[config.mk]
export PLATFORM = sky130hd
export DESIGN_NAME = bankers_safety_check_flat
export DESIGN_NICKNAME = d
export VERILOG_FILES = /design/src/hdl/bsc_pkg.sv /design/src/hdl/bsc_if.sv /design/src/hdl/bsc_lane.sv /design/src/hdl/bsc_ctrl.sv /design/src/hdl/bankers_safety_check.sv /design/src/flat_wrapper.sv
export SDC_FILE = /design/constraint.sdc
export NUM_CORES = 1
export LEC_CHECK = 0
export ABC_AREA = 1
export BUFFER_PORTS_ARGS = -buffer_cell sky130_fd_sc_hd__buf_2
export CAP_MARGIN = 25
export CORE_UTILIZATION = 45
export DETAILED_ROUTE_END_ITERATION = 8
export SYNTH_ARGS = -nofsm -noshare
export SYNTH_HDL_FRONTEND = slang
export SYNTH_SLANG_ARGS = --single-unit
[constraint.sdc]
create_clock -name clk -period 5.32 [get_ports clk]
set_input_delay 0.266 -clock clk [delete_from_list [all_inputs] [get_ports clk]]
set_output_delay 0.266 -clock clk [all_outputs]
set_load 0.02 [all_outputs]
[src/hdl/bsc_pkg.sv]
// ----------------------------------------------------------------------------
// bsc_pkg
// Shared types and constants of the banker's safety checker: the request and
// result payloads, request kinds, the sequencer states and lane commands.
// ----------------------------------------------------------------------------
package bsc_pkg;

    localparam int AMT_W     = 8;
    localparam int RANK_W    = 3;
    localparam int PROC_W    = 2;
    localparam int MAX_RES   = 3;
    localparam int MAX_PROCS = 4;

    typedef enum logic [1:0] {
        KIND_ROW   = 2'd0,
        KIND_AVAIL = 2'd1,
        KIND_CHECK = 2'd2,
        KIND_REQ   = 2'd3
    } kind_t;

    typedef enum logic [2:0] {
        ST_IDLE,
        ST_REQ,
        ST_START,
        ST_SCAN,
        ST_DONE
    } state_t;

    typedef struct packed {
        kind_t              kind;
        logic [PROC_W-1:0]  proc;
        logic [AMT_W-1:0]   amount_0;
        logic [AMT_W-1:0]   amount_1;
        logic [AMT_W-1:0]   amount_2;
        logic [AMT_W-1:0]   claim_0;
        logic [AMT_W-1:0]   claim_1;
        logic [AMT_W-1:0]   claim_2;
    } req_t;

    typedef struct packed {
        logic               granted;
        logic               safe;
        logic [RANK_W-1:0]  rank_0;
        logic [RANK_W-1:0]  rank_1;
        logic [RANK_W-1:0]  rank_2;
        logic [RANK_W-1:0]  rank_3;
    } rsp_t;

    typedef struct packed {
        logic wr_row;
        logic wr_avail;
        logic latch_req;
        logic apply_req;
        logic load_work;
        logic add_work;
    } lane_cmd_t;

endpackage

[src/hdl/bsc_if.sv]
// ----------------------------------------------------------------------------
// bsc_if
// Valid/ready channels that carry requests into and results out of the
// banker's safety checker.
// ----------------------------------------------------------------------------
interface bsc_req_if import bsc_pkg::*; ();
    logic valid;
    logic ready;
    req_t data;

    modport source (output valid, output data, input ready);
    modport sink   (input valid, input data, output ready);
endinterface

interface bsc_rsp_if import bsc_pkg::*; ();
    logic valid;
    logic ready;
    rsp_t data;

    modport source (output valid, output data, input ready);
    modport sink   (input valid, input data, output ready);
endinterface

[src/hdl/bsc_lane.sv]
// ----------------------------------------------------------------------------
// bsc_lane
// One resource lane: holds the allocation and claim column and the available
// count of its resource, the working count of a safety check, and compares
// the need of the addressed process row against it and a latched request against its available count.
// ----------------------------------------------------------------------------
module bsc_lane
    import bsc_pkg::*;
#(
    parameter int PROCS  = 4,
    parameter int WORK_W = 11
) (
    input  logic                       clk,
    input  logic                       rst_n,
    input  lane_cmd_t                  cmd,
    input  logic [$clog2(PROCS)-1:0]   idx,
    input  logic [AMT_W-1:0]           amt,
    input  logic [AMT_W-1:0]           clm,
    output logic                       fits,
    output logic                       req_ok
);

    logic [AMT_W-1:0]  alloc_reg [PROCS];
    logic [AMT_W-1:0]  claim_reg [PROCS];
    logic [AMT_W-1:0]  avail_reg;
    logic [AMT_W-1:0]  amt_reg;
    logic [WORK_W-1:0] work_reg;
    logic [WORK_W-1:0] work_next;

    logic [AMT_W-1:0]  row_alloc;
    logic [AMT_W-1:0]  row_claim;
    logic [AMT_W-1:0]  need;
    logic [AMT_W:0]    alloc_sum;

    assign row_alloc = alloc_reg[idx];
    assign row_claim = claim_reg[idx];
    assign need      = (row_claim > row_alloc) ? (row_claim - row_alloc) : '0;
    assign fits      = WORK_W'(need) <= work_reg;
    assign alloc_sum = {1'b0, row_alloc} + {1'b0, amt_reg};
    assign req_ok    = (amt_reg <= avail_reg) && !alloc_sum[AMT_W];

    always_comb
    begin
        work_next = work_reg;
        if (cmd.load_work)
        begin
            work_next = WORK_W'(avail_reg);
        end
        else if (cmd.add_work)
        begin
            work_next = work_reg + WORK_W'(row_alloc);
        end
    end

    always_ff @(posedge clk or negedge rst_n)
    begin
        if (!rst_n)
        begin
            for (int p = 0; p < PROCS; p++)
            begin
                alloc_reg[p] <= '0;
                claim_reg[p] <= '0;
            end
            avail_reg <= '0;
        end
        else
        begin
            if (cmd.wr_row)
            begin
                alloc_reg[idx] <= amt;
                claim_reg[idx] <= clm;
            end
            else if (cmd.apply_req)
            begin
                alloc_reg[idx] <= alloc_sum[AMT_W-1:0];
            end
            if (cmd.wr_avail)
            begin
                avail_reg <= amt;
            end
            else if (cmd.apply_req)
            begin
                avail_reg <= avail_reg - amt_reg;
            end
        end
    end

    always_ff @(posedge clk)
    begin
        work_reg <= work_next;
        if (cmd.latch_req)
        begin
            amt_reg <= amt;
        end
    end

endmodule

[src/hdl/bsc_ctrl.sv]
// ----------------------------------------------------------------------------
// bsc_ctrl
// Sequencer and merge stage: decodes requests, steers the lanes, combines
// the lane fit flags per process row, and keeps the finish ranks.
// ----------------------------------------------------------------------------
module bsc_ctrl
    import bsc_pkg::*;
#(
    parameter int PROCS = 4,
    parameter int RES   = 3
) (
    input  logic                       clk,
    input  logic                       rst_n,
    input  logic                       in_valid,
    input  req_t                       in_data,
    output logic                       in_ready,
    input  logic [RES-1:0]             fits_vec,
    input  logic [RES-1:0]             ok_vec,
    input  logic                       out_free,
    output lane_cmd_t                  cmd,
    output logic [$clog2(PROCS)-1:0]   idx,
    output logic                       res_load,
    output rsp_t                       res
);

    localparam int IDX_W = $clog2(PROCS);

    state_t             state_reg;
    state_t             state_next;
    logic [IDX_W-1:0]   scan_reg;
    logic [IDX_W-1:0]   scan_next;
    logic [IDX_W-1:0]   proc_reg;
    logic               proc_ok_reg;
    logic               granted_reg;
    logic               granted_next;
    logic               progress_reg;
    logic               progress_next;
    logic [RANK_W-1:0]  done_reg;
    logic [RANK_W-1:0]  done_next;
    logic [RANK_W-1:0]  rank_reg [PROCS];
    logic [RANK_W-1:0]  rank_pad [MAX_PROCS];
    logic               clear_ranks;
    logic               hit;
    logic               last;
    logic               accept;
    logic               in_proc_ok;

    assign accept     = in_valid && in_ready;
    assign in_proc_ok = {1'b0, in_data.proc} < (PROC_W + 1)'(PROCS);
    assign hit        = (rank_reg[scan_reg] == '0) && (&fits_vec);
    assign last       = scan_reg == IDX_W'(PROCS - 1);

    always_comb
    begin
        case (state_reg)
            ST_IDLE: idx = in_data.proc[IDX_W-1:0];
            ST_REQ:  idx = proc_reg;
            default: idx = scan_reg;
        endcase
    end

    always_comb
    begin
        state_next    = state_reg;
        scan_next     = scan_reg;
        granted_next  = granted_reg;
        progress_next = progress_reg;
        done_next     = done_reg;
        clear_ranks   = 1'b0;
        cmd           = '0;
        in_ready      = 1'b0;
        res_load      = 1'b0;
        case (state_reg)
            ST_IDLE:
            begin
                in_ready = 1'b1;
                if (in_valid)
                begin
                    case (in_data.kind)
                        KIND_ROW:   cmd.wr_row   = in_proc_ok;
                        KIND_AVAIL: cmd.wr_avail = 1'b1;
                        KIND_CHECK: state_next   = ST_START;
                        KIND_REQ:
                        begin
                            cmd.latch_req = 1'b1;
                            state_next    = ST_REQ;
                        end
                        default:    state_next   = ST_IDLE;
                    endcase
                end
            end
            ST_REQ:
            begin
                clear_ranks = 1'b1;
                done_next   = '0;
                if (proc_ok_reg && (&ok_vec))
                begin
                    cmd.apply_req = 1'b1;
                    state_next    = ST_START;
                end
                else
                begin
                    granted_next = 1'b0;
                    state_next   = ST_DONE;
                end
            end
            ST_START:
            begin
                cmd.load_work = 1'b1;
                clear_ranks   = 1'b1;
                granted_next  = 1'b1;
                done_next     = '0;
                scan_next     = '0;
                progress_next = 1'b0;
                state_next    = ST_SCAN;
            end
            ST_SCAN:
            begin
                cmd.add_work = hit;
                done_next    = done_reg + RANK_W'(hit);
                if (done_next == RANK_W'(PROCS))
                begin
                    state_next = ST_DONE;
                end
                else if (last)
                begin
                    scan_next     = '0;
                    progress_next = 1'b0;
                    if (!(progress_reg || hit))
                    begin
                        state_next = ST_DONE;
                    end
                end
                else
                begin
                    scan_next     = scan_reg + 1'b1;
                    progress_next = progress_reg || hit;
                end
            end
            ST_DONE:
            begin
                res_load = out_free;
                if (out_free)
                begin
                    state_next = ST_IDLE;
                end
            end
            default: state_next = ST_IDLE;
        endcase
    end

    always_ff @(posedge clk or negedge rst_n)
    begin
        if (!rst_n)
        begin
            state_reg    <= ST_IDLE;
            scan_reg     <= '0;
            granted_reg  <= 1'b0;
            progress_reg <= 1'b0;
            done_reg     <= '0;
            for (int p = 0; p < PROCS; p++)
            begin
                rank_reg[p] <= '0;
            end
        end
        else
        begin
            state_reg    <= state_next;
            scan_reg     <= scan_next;
            granted_reg  <= granted_next;
            progress_reg <= progress_next;
            done_reg     <= done_next;
            if (clear_ranks)
            begin
                for (int p = 0; p < PROCS; p++)
                begin
                    rank_reg[p] <= '0;
                end
            end
            else if (state_reg == ST_SCAN && hit)
            begin
                rank_reg[scan_reg] <= done_next;
            end
        end
    end

    always_ff @(posedge clk)
    begin
        if (accept)
        begin
            proc_reg    <= in_data.proc[IDX_W-1:0];
            proc_ok_reg <= in_proc_ok;
        end
    end

    for (genvar p = 0; p < MAX_PROCS; p++)
    begin : g_rank
        if (p < PROCS)
        begin : g_used
            assign rank_pad[p] = rank_reg[p];
        end
        else
        begin : g_unused
            assign rank_pad[p] = '0;
        end
    end

    always_comb
    begin
        res         = '0;
        res.granted = granted_reg;
        res.safe    = done_reg == RANK_W'(PROCS);
        res.rank_0  = rank_pad[0];
        res.rank_1  = rank_pad[1];
        res.rank_2  = rank_pad[2];
        res.rank_3  = rank_pad[3];
    end

endmodule

[src/hdl/bankers_safety_check.sv]
// ----------------------------------------------------------------------------
// bankers_safety_check
// Deadlock-avoidance checker using the banker's algorithm over a table of
// process allocations and maximum claims and an availability vector.
//
// Usage:
//   req_ch carries one request per handshake: a row write, an availability
//   write, a safety check, or a resource request followed by a check.
//   rsp_ch returns one result for checks and resource requests, none for
//   writes. Requests are handled one at a time.
//   Row and availability writes are done when taken in the idle state. A
//   safety check loads the working counts, then the scan compares one process row per
//   cycle in all resource lanes at once, and repeats the pass over all rows
//   until every process finished or a pass finishes none. A resource request
//   first makes its grant decision and applies it before the check; a refused
//   request returns without a check.
//   The result sits in an output register, so the next request is taken
//   while it waits; a further result waits in the sequencer until the
//   register is taken.
//   Reset clears all tables, availability and the output valid flag.
// ----------------------------------------------------------------------------
module bankers_safety_check
    import bsc_pkg::*;
#(
    parameter int PROCS = 4,
    parameter int RES   = 3
) (
    input  logic        clk,
    input  logic        rst_n,
    bsc_req_if.sink     req_ch,
    bsc_rsp_if.source   rsp_ch
);

    localparam int IDX_W  = $clog2(PROCS);
    localparam int WORK_W = $clog2(255 * (PROCS + 1) + 1);

    lane_cmd_t          cmd;
    logic [IDX_W-1:0]   idx;
    logic [RES-1:0]     fits_vec;
    logic [RES-1:0]     ok_vec;
    logic               out_free;
    logic               res_load;
    rsp_t               res;
    logic               rsp_valid_reg;
    rsp_t               rsp_data_reg;
    logic [AMT_W-1:0]   amt_arr [MAX_RES];
    logic [AMT_W-1:0]   clm_arr [MAX_RES];

    assign amt_arr[0] = req_ch.data.amount_0;
    assign amt_arr[1] = req_ch.data.amount_1;
    assign amt_arr[2] = req_ch.data.amount_2;
    assign clm_arr[0] = req_ch.data.claim_0;
    assign clm_arr[1] = req_ch.data.claim_1;
    assign clm_arr[2] = req_ch.data.claim_2;

    assign out_free = !rsp_valid_reg || rsp_ch.ready;

    bsc_ctrl #(
        .PROCS (PROCS),
        .RES   (RES)
    ) u_ctrl (
        .clk      (clk),
        .rst_n    (rst_n),
        .in_valid (req_ch.valid),
        .in_data  (req_ch.data),
        .in_ready (req_ch.ready),
        .fits_vec (fits_vec),
        .ok_vec   (ok_vec),
        .out_free (out_free),
        .cmd      (cmd),
        .idx      (idx),
        .res_load (res_load),
        .res      (res)
    );

    for (genvar r = 0; r < RES; r++)
    begin : g_lane
        bsc_lane #(
            .PROCS  (PROCS),
            .WORK_W (WORK_W)
        ) u_lane (
            .clk    (clk),
            .rst_n  (rst_n),
            .cmd    (cmd),
            .idx    (idx),
            .amt    (amt_arr[r]),
            .clm    (clm_arr[r]),
            .fits   (fits_vec[r]),
            .req_ok (ok_vec[r])
        );
    end

    always_ff @(posedge clk or negedge rst_n)
    begin
        if (!rst_n)
        begin
            rsp_valid_reg <= 1'b0;
        end
        else if (res_load)
        begin
            rsp_valid_reg <= 1'b1;
        end
        else if (rsp_ch.ready)
        begin
            rsp_valid_reg <= 1'b0;
        end
    end

    always_ff @(posedge clk)
    begin
        if (res_load)
        begin
            rsp_data_reg <= res;
        end
    end

    assign rsp_ch.valid = rsp_valid_reg;
    assign rsp_ch.data  = rsp_data_reg;

endmodule

[src/flat_wrapper.sv]
// flat-port wrapper written by rule: the top's interface ports become plain ports
module bankers_safety_check_flat import bsc_pkg::*;
#(
    parameter int PROCS = 4,
    parameter int RES   = 3
)
  (clk, rst_n, req_ch_valid, req_ch_data, req_ch_ready, rsp_ch_valid, rsp_ch_data, rsp_ch_ready);
  bsc_req_if req_ch_i ();
  bsc_rsp_if rsp_ch_i ();
  input  logic clk;
  input  logic rst_n;
  input wire logic [$bits(req_ch_i.valid)-1:0] req_ch_valid;
  input wire logic [$bits(req_ch_i.data)-1:0] req_ch_data;
  output wire logic [$bits(req_ch_i.ready)-1:0] req_ch_ready;
  output wire logic [$bits(rsp_ch_i.valid)-1:0] rsp_ch_valid;
  output wire logic [$bits(rsp_ch_i.data)-1:0] rsp_ch_data;
  input wire logic [$bits(rsp_ch_i.ready)-1:0] rsp_ch_ready;
  assign req_ch_i.valid = req_ch_valid;
  assign req_ch_i.data = req_ch_data;
  assign req_ch_ready = req_ch_i.ready;
  assign rsp_ch_valid = rsp_ch_i.valid;
  assign rsp_ch_data = rsp_ch_i.data;
  assign rsp_ch_i.ready = rsp_ch_ready;
  bankers_safety_check #(.PROCS(PROCS), .RES(RES)) u_core (.clk(clk), .rst_n(rst_n), .req_ch(req_ch_i), .rsp_ch(rsp_ch_i));
endmodule
# Yosys cells after proc, flatten, opt, wreduce, memory -nomap -nowiden
# Cells that the tools add are included.
op_classes:
  addsub: 14
  n_reduce_logical: 30
  bitwise_logic: 2
  eq_ne: 17
  n_mux: 90
  n_lt_le_gt_ge: 13
op_table:
  columns: ["cell", "n"]
  rows:
  - ["bitwise mux 32 bit", 9]
  - ["2-to-1 mux 8 bit", 28]
  - ["2-to-1 mux 32 bit", 6]
  - ["binary-select mux 8 bit (select 2 bit)", 6]
  - ["subtractor 8 bit", 6]
  - ["adder 11 x 8 -> 11 bit", 3]
  - ["less-or-equal comparator 8 x 11 -> 1 bit", 3]
  - ["2-to-1 mux 3 bit", 11]
  - ["adder 8 x 8 -> 9 bit", 3]
  - ["> comparator 8 bit", 3]
  - ["less-or-equal comparator 8 bit", 3]
  - ["2-to-1 mux 12 bit", 2]
  - ["demux 8 bit (select 2 bit)", 1]
  - ["2-to-1 mux 1 bit", 15]
  - ["one-hot mux 3 bit (5 select lines)", 1]
  - ["nonzero test 2 bit", 7]
  - ["bitwise mux 12 bit", 1]
  - ["one-hot mux 3 bit (2 select lines)", 2]
  - ["== test 3 bit, second input constant", 3]
  - ["logical AND 1 bit", 8]
  - ["!= test 2 bit, second input constant", 4]
  - ["one-hot mux 2 bit (2 select lines)", 2]
  - ["binary-select mux 3 bit (select 2 bit)", 1]
  - ["demux 3 bit (select 2 bit)", 1]
  - ["other kinds (21)", 37]
totals:
  out_inout_bits: 16
  regBits: 312

# Logic depth before layout (Yosys ltp)
depth:
  ltp_word: 16
  mapped_depth: 45

# Cells and area by module
# A second synthesis with hierarchy kept.
hier_totals:
  cells_unflattened: 2439
  hier_area_um2: 19328.5
modules_own_cells:
  columns: ["module", "n_inst", "seq_area_each_um2", "area_each_um2", "cells_each"]
  rows:
  - ["bsc_lane at u_core.g_lane[2].u_lane", 1, 2342.2, 5840.6, 746]
  - ["bsc_lane at u_core.g_lane[0].u_lane", 1, 2342.2, 5835.6, 757]
  - ["bsc_lane at u_core.g_lane[1].u_lane", 1, 2342.2, 5783.0, 752]
  - ["bsc_ctrl", 1, 610.6, 1403.8, 165]
  - ["bankers_safety_check", 1, 445.4, 465.4, 19]

# Least setup slack after synthesis
# OpenSTA, ideal clock, no wires.
synth_timing:
  path_type: "reg2reg"
  start: "reg u_core.u_ctrl.state_reg[2]"
  end: "reg u_core.u_ctrl.scan_reg[1]"
  path_stages_with_launch: 36
  t_arrival_ns: 5.413
  synth_period_minus_slack_ns: 5.544
  t_required_ns: 5.189
  path_slack_ns: -0.224
  path_cell_list: "dfrtp_1 -> buf_4 -> nor2_4 -> nand2_4 -> o21ai_2 -> nor2_8 -> buf_6 -> nor2_4 -> buf_1 -> nand2_1 -> nand2_1 -> a211oi_1 -> ha_1 -> fa_1 -> nor2_1 -> nor2_1 -> o221ai_1 -> o21ai_1 -> or2_2 -> ha_1 -> nand4_1 -> or2_2 -> nand2_1 -> inv_1 -> nor2_1 -> buf_2 -> ha_1 -> ha_1 -> xor2_1 -> nand3_1 -> nand2_1 -> inv_1 -> nor2_1 -> inv_1 -> nand3_1 -> o21ai_0"
synth_between:
  elab_chain_cells: 15
  word_cells_on_any_way: 44
synth_rtl:
  columns: ["item", "line_no", "source"]
  rows:
  - ["start, declared", "bsc_ctrl.sv:28", "state_t state_reg;"]
  - ["start signal, assigned", "bsc_ctrl.sv:168", "state_reg <= state_next;"]
  - ["== test 3 x 1 -> 1 bit / zero test 3 bit (equally long branches)", "bsc_ctrl.sv:55", "case (state_reg)"]
  - ["one-hot mux 2 bit (2 select lines)", "bsc_ctrl.sv:55", null]
  - ["inverter 2 -> 3 bit (not written as such)", "bsc_lane.sv:35, bsc_lane.sv:36", null]
  - ["binary-select mux 8 bit (select 2 bit) (on tied branches)", "bsc_lane.sv:36, bsc_lane.sv:35", null]
  - ["2-to-1 mux 8 bit (on tied branches) (2 in series)", "bsc_lane.sv:36, bsc_lane.sv:35", null]
  - ["subtractor 8 bit / > comparator 8 bit (equally long branches)", "bsc_lane.sv:37", "assign need = (row_claim > row_alloc) ? (row_claim - row_alloc) : '0;"]
  - ["2-to-1 mux 8 bit", "bsc_lane.sv:37", null]
  - ["less-or-equal comparator 8 x 11 -> 1 bit", "bsc_lane.sv:38", "assign fits = WORK_W'(need) <= work_reg;"]
  - ["AND reduction 3 bit", "bsc_ctrl.sv:50", "assign hit = (rank_reg[scan_reg] == '0) && (&fits_vec);"]
  - ["logical AND 1 bit", "bsc_ctrl.sv:50", null]
  - ["adder 3 x 1 -> 3 bit", "bsc_ctrl.sv:120", "done_next = done_reg + RANK_W'(hit);"]
  - ["== test 3 bit", "bsc_ctrl.sv:121", "if (done_next == RANK_W'(PROCS))"]
  - ["!= test 2 bit (no line)", null, null]
  - ["AND reduction 2 bit (no line)", null, null]
  - ["end signal, assigned", "bsc_ctrl.sv:169", "scan_reg <= scan_next;"]
  - ["end, declared", "bsc_ctrl.sv:30", "logic [IDX_W-1:0] scan_reg;"]
# Several ways; a longest one is shown, not always the timed one. The select of a mux whose other input is x is not followed.
# A chain may end at the register's enable or synchronous reset.

# Final worst setup path
layout_timing:
  start: "reg u_core.u_ctrl.state_reg[0]"
  end: "reg u_core.u_ctrl.state_reg[1]"
layout_between:
  elab_chain_cells: 15
  word_cells_on_any_way: 61
layout_rtl:
  columns: ["item", "line_no"]
  rows:
  - ["== test 3 x 1 -> 1 bit / zero test 3 bit (equally long branches)", "bsc_ctrl.sv:55, bsc_ctrl.sv:73"]
  - ["one-hot mux 2 bit (2 select lines)", "bsc_ctrl.sv:55"]
  - ["inverter 2 -> 3 bit (not written as such)", "bsc_lane.sv:35, bsc_lane.sv:36"]
  - ["binary-select mux 8 bit (select 2 bit) (on tied branches)", "bsc_lane.sv:36, bsc_lane.sv:35"]
  - ["2-to-1 mux 8 bit (on tied branches) (2 in series)", "bsc_lane.sv:36, bsc_lane.sv:35"]
  - ["subtractor 8 bit / > comparator 8 bit (equally long branches)", "bsc_lane.sv:37"]
  - ["2-to-1 mux 8 bit", "bsc_lane.sv:37"]
  - ["less-or-equal comparator 8 x 11 -> 1 bit", "bsc_lane.sv:38"]
  - ["AND reduction 3 bit", "bsc_ctrl.sv:50"]
  - ["logical AND 1 bit", "bsc_ctrl.sv:50"]
  - ["adder 3 x 1 -> 3 bit", "bsc_ctrl.sv:120"]
  - ["== test 3 bit", "bsc_ctrl.sv:121"]
  - ["!= test 3 bit (no line) / 2-to-1 mux 3 bit (equally long branches)", null]
  - ["AND reduction 5 bit (no line) / one-hot mux 3 bit (5 select lines) (equally long branches)", null]
# Several ways; a longest one is shown, not always the timed one. The select of a mux whose other input is x is not followed.

==> results.py <==
metrics = {
    "global_routing": {
        "grt_max_degree": 134,
        "antenna_found_initial": 2,
        "grt_pass1_vias": 17426,
        "grt_overflow_total": 0,
        "grt_usage": 0.284,
        "grt_pass1_wl_mm": 97.1,
    },
    "critical_path": {
        "path_max_fanout": 7,
        "start_kind": "flip-flop",
        "startpoint": "u_core.u_ctrl.state_reg[0]",
        "crit_slowest_cell": "dfrtp_1",
        "crit_type": "flip-flop to flip-flop",
        "r2r_start": "u_core.u_ctrl.state_reg[0]",
        "cpPeakStageDelay_ns": 0.43,
        "endpoint": "u_core.u_ctrl.state_reg[1]",
        "cp-end-kind": "flip-flop",
        "r2r_cells": 39,
        "critical_path.reg2reg.endpoint": "u_core.u_ctrl.state_reg[1]",
        "crit_required_ns": 5.77,
        "path_common_cell": "nand3_2",
        "reg2reg_slack_ns": 0.02,
        "worst_ep_arrival_time_ns": 5.75,
    },
    "timing": {
        "finalMaxSlewViolations": 0,
        "hold_viol": 0,
        "finalCriticalPeriod_ns": 5.30,
        "timing.fmax_mhz": 189,
        "finalWorstSetupSlack_ns": 0.0157,
        "fin_crit_sh": 0.997,
        "relSlewSlack": 0.293,
        "worst_pin_slew_ns": 1.06,
        "rsz0062_at_grt": "true",
        "fin_setup_tns_ns": 0,
        "setup_viol": 0,
        "clock_skew_ns": 0.0243,
    },
    "route": {
        "dr.pass1.iters": 6,
        "vias": 18370,
        "drt_iter0_markers": 1805,
        "drc_errors": 0,
        "via_per_inst": 5.33,
        "wl_per_cell_um": 18.4,
        "ant_nets": 0,
        "drt-total-wl_mm": 63.6,
    },
    "synthesis": {
        "ys_warn_count": 0,
        "synth-seq-cells": 312,
        "synth.area.top_cells": "dfrtp_1, nand2_1, edfxtp_1, ha_1, nand3_1",
        "async_reset_ff_frac": 0.766,
        "syn_area_um2": 19600,
        "syn_area_per_cell_um2": 7.67,
        "synth_area_leader_cell": "dfrtp_1",
        "syn_inst": 2551,
        "synth_cell_type_count": 52,
        "syn_nets": 2745,
        "ys_seq_area_frac": 0.413,
        "synth-edff-count": 64,
        "synth_ff_type": "dfrtp_1",
        "synth_top_area_frac": 0.306,
    },
    "place": {
        "io_buffers": 71,
        "dp_cells": 3315,
        "gp_congestion": 0.935,
        "pre_cts_ws_ns": -0.235,
        "dp_hpwl_mm": 46.2,
    },
    "clocking": {
        "cts_root_buffer": "clkbuf_16",
        "cts_buffers": 39,
        "cts_max_path_buffers": 3,
        "htreeDepth": 2,
        "cts_tree": "yes",
        "clk_latency_ns": 0.58,
        "clkTransAtPathRegs_ns": 0.06,
        "clock-sinks": 312,
    },
    "cells_and_area": {
        "area_delta_synth_final_pct": 24.2,
        "mostFrequentLayoutCells": "nand2_1, inv_1, dfrtp_1, nand3_1, buf_4",
        "final_nets": 3027,
        "nFillCells": 4071,
        "mostFrequentLayoutCell": "nand2_1",
        "layout-drive-gt1-share": 0.180,
        "fin_cells": 3447,
        "fin_util": 0.565,
    },
    "floorplan": {
        "io_pins": 72,
        "initial_core_util": 0.455,
        "rows": 76,
        "coreArea_um2": 43000,
        "die_h_um": 210,
        "die_x_um": 210,
        "fp.dieArea_um2": 44300,
    },
    "run": {
        "maxCapViolCount": 0,
    },
    "min_path": {
        "hp-class": "input port to flip-flop",
    },
    "status": {
        "status": "completed",
    },
}
-- critical path: cells and delay by family (launching register included) --
kind	cells	cell delay, ns
flops	1	0.43
buf+inv	7	0.80
compound gates	2	0.52
simple gates	24	2.26
xor+xnor	2	0.26
fa+ha+maj	4	0.91
-- repair_timing --
item | CTS | global route
setup endpoints to repair | 35 | 51
hold buffers | 40 | 0
setup buffers | 3 | 16
resized for setup | 38 | 109
cloned | 0 | 3
pin swaps | 8 | 50
hold endpoints to repair | 202 | 0
-- cell usage after synthesis (6+ instances only) --
master    number
a21oi_1       95
buf_1          6
buf_2         28
buf_4         12
buf_6         11
clkbuf_1      28
dfrtp_1      239
dfxtp_1        9
edfxtp_1      64
fa_1          12
ha_1         126
inv_1        259
inv_2         15
nand2_1      836
nand2_4        6
nand3_1      214
nand4_1       27
nor2_1       150
nor2_4         9
nor3_1        18
nor3_2         9
o21ai_0       82
o21ai_1      122
o22ai_1       45
or2_2         11
xnor2_1       21
xor2_1        32
-- through the flow --
stage / instance area, um2 / hold slack (ns)
2_1_floorplan: 19600 / -0.0296
3_3_place_gp: 21800 / 0.447
3_5_place_dp: 21800 / 0.435
4_1_cts: 23600 / 0.00121
5_1_grt: 24300 / 0.0153
6_report: 24300 / 0.0263
-- routing by layer --
metal | global-route usage | up-vias | share of wire
li1 | - | 8914 | -
met3 | 0.0562 | 119 | 0.075
met2 | 0.456 | 599 | 0.46
met1 | 0.387 | 8736 | 0.44
met4 | 0.0900 | 2 | 0.029
met5 | 0 | - | 0.00028
-- how the worst min path moves through the flow --
stage	start	end	slack, ns	depth (start not counted)
after floorplan	rst_n	u_core.g_lane[0].u_lane.alloc_reg[0]	-0.03	0
after global placement	u_core.u_ctrl.granted_reg	u_core.rsp_ch.data[13]	0.45	0
after detailed placement	u_core.u_ctrl.granted_reg	u_core.rsp_ch.data[13]	0.43	0
after CTS	req_ch_data[5]	u_core.g_lane[2].u_lane.claim_reg[5]	0.001	3
after global routing	req_ch_data[37]	u_core.g_lane[1].u_lane.amt_reg[5]	0.02	1
final	req_ch_data[5]	u_core.g_lane[2].u_lane.claim_reg[5]	0.03	3
-- cell families after synthesis --
family | count (synthesis) | share of synthesized area
DFF | 312 | 0.413
buffers and inverters | 361 | 0.0779
and+or+nand+nor | 1302 | 0.284
AOI/OAI and AO/OA | 385 | 0.108
xor gates and xnor gates | 53 | 0.0237
adders and majority gates | 138 | 0.0929
-- layout make-up --
cell class / count / area (um2) / area share
antenna: 1 / 2.50 / 0.000103
clock buffer: 58 / 1150 / 0.0473
clock inverter: 11 / 93.8 / 0.00386
timing repair buffer: 325 / 2620 / 0.108
sequential: 312 / 8080 / 0.333
inverter: 276 / 1050 / 0.0432
tap: 585 / 732 / 0.0301
multi-input combinational: 1879 / 10600 / 0.435
Power is left out: the tool's default activity adds up to more than one toggle a clock period on the data nets, which glitch-free logic cannot reach.
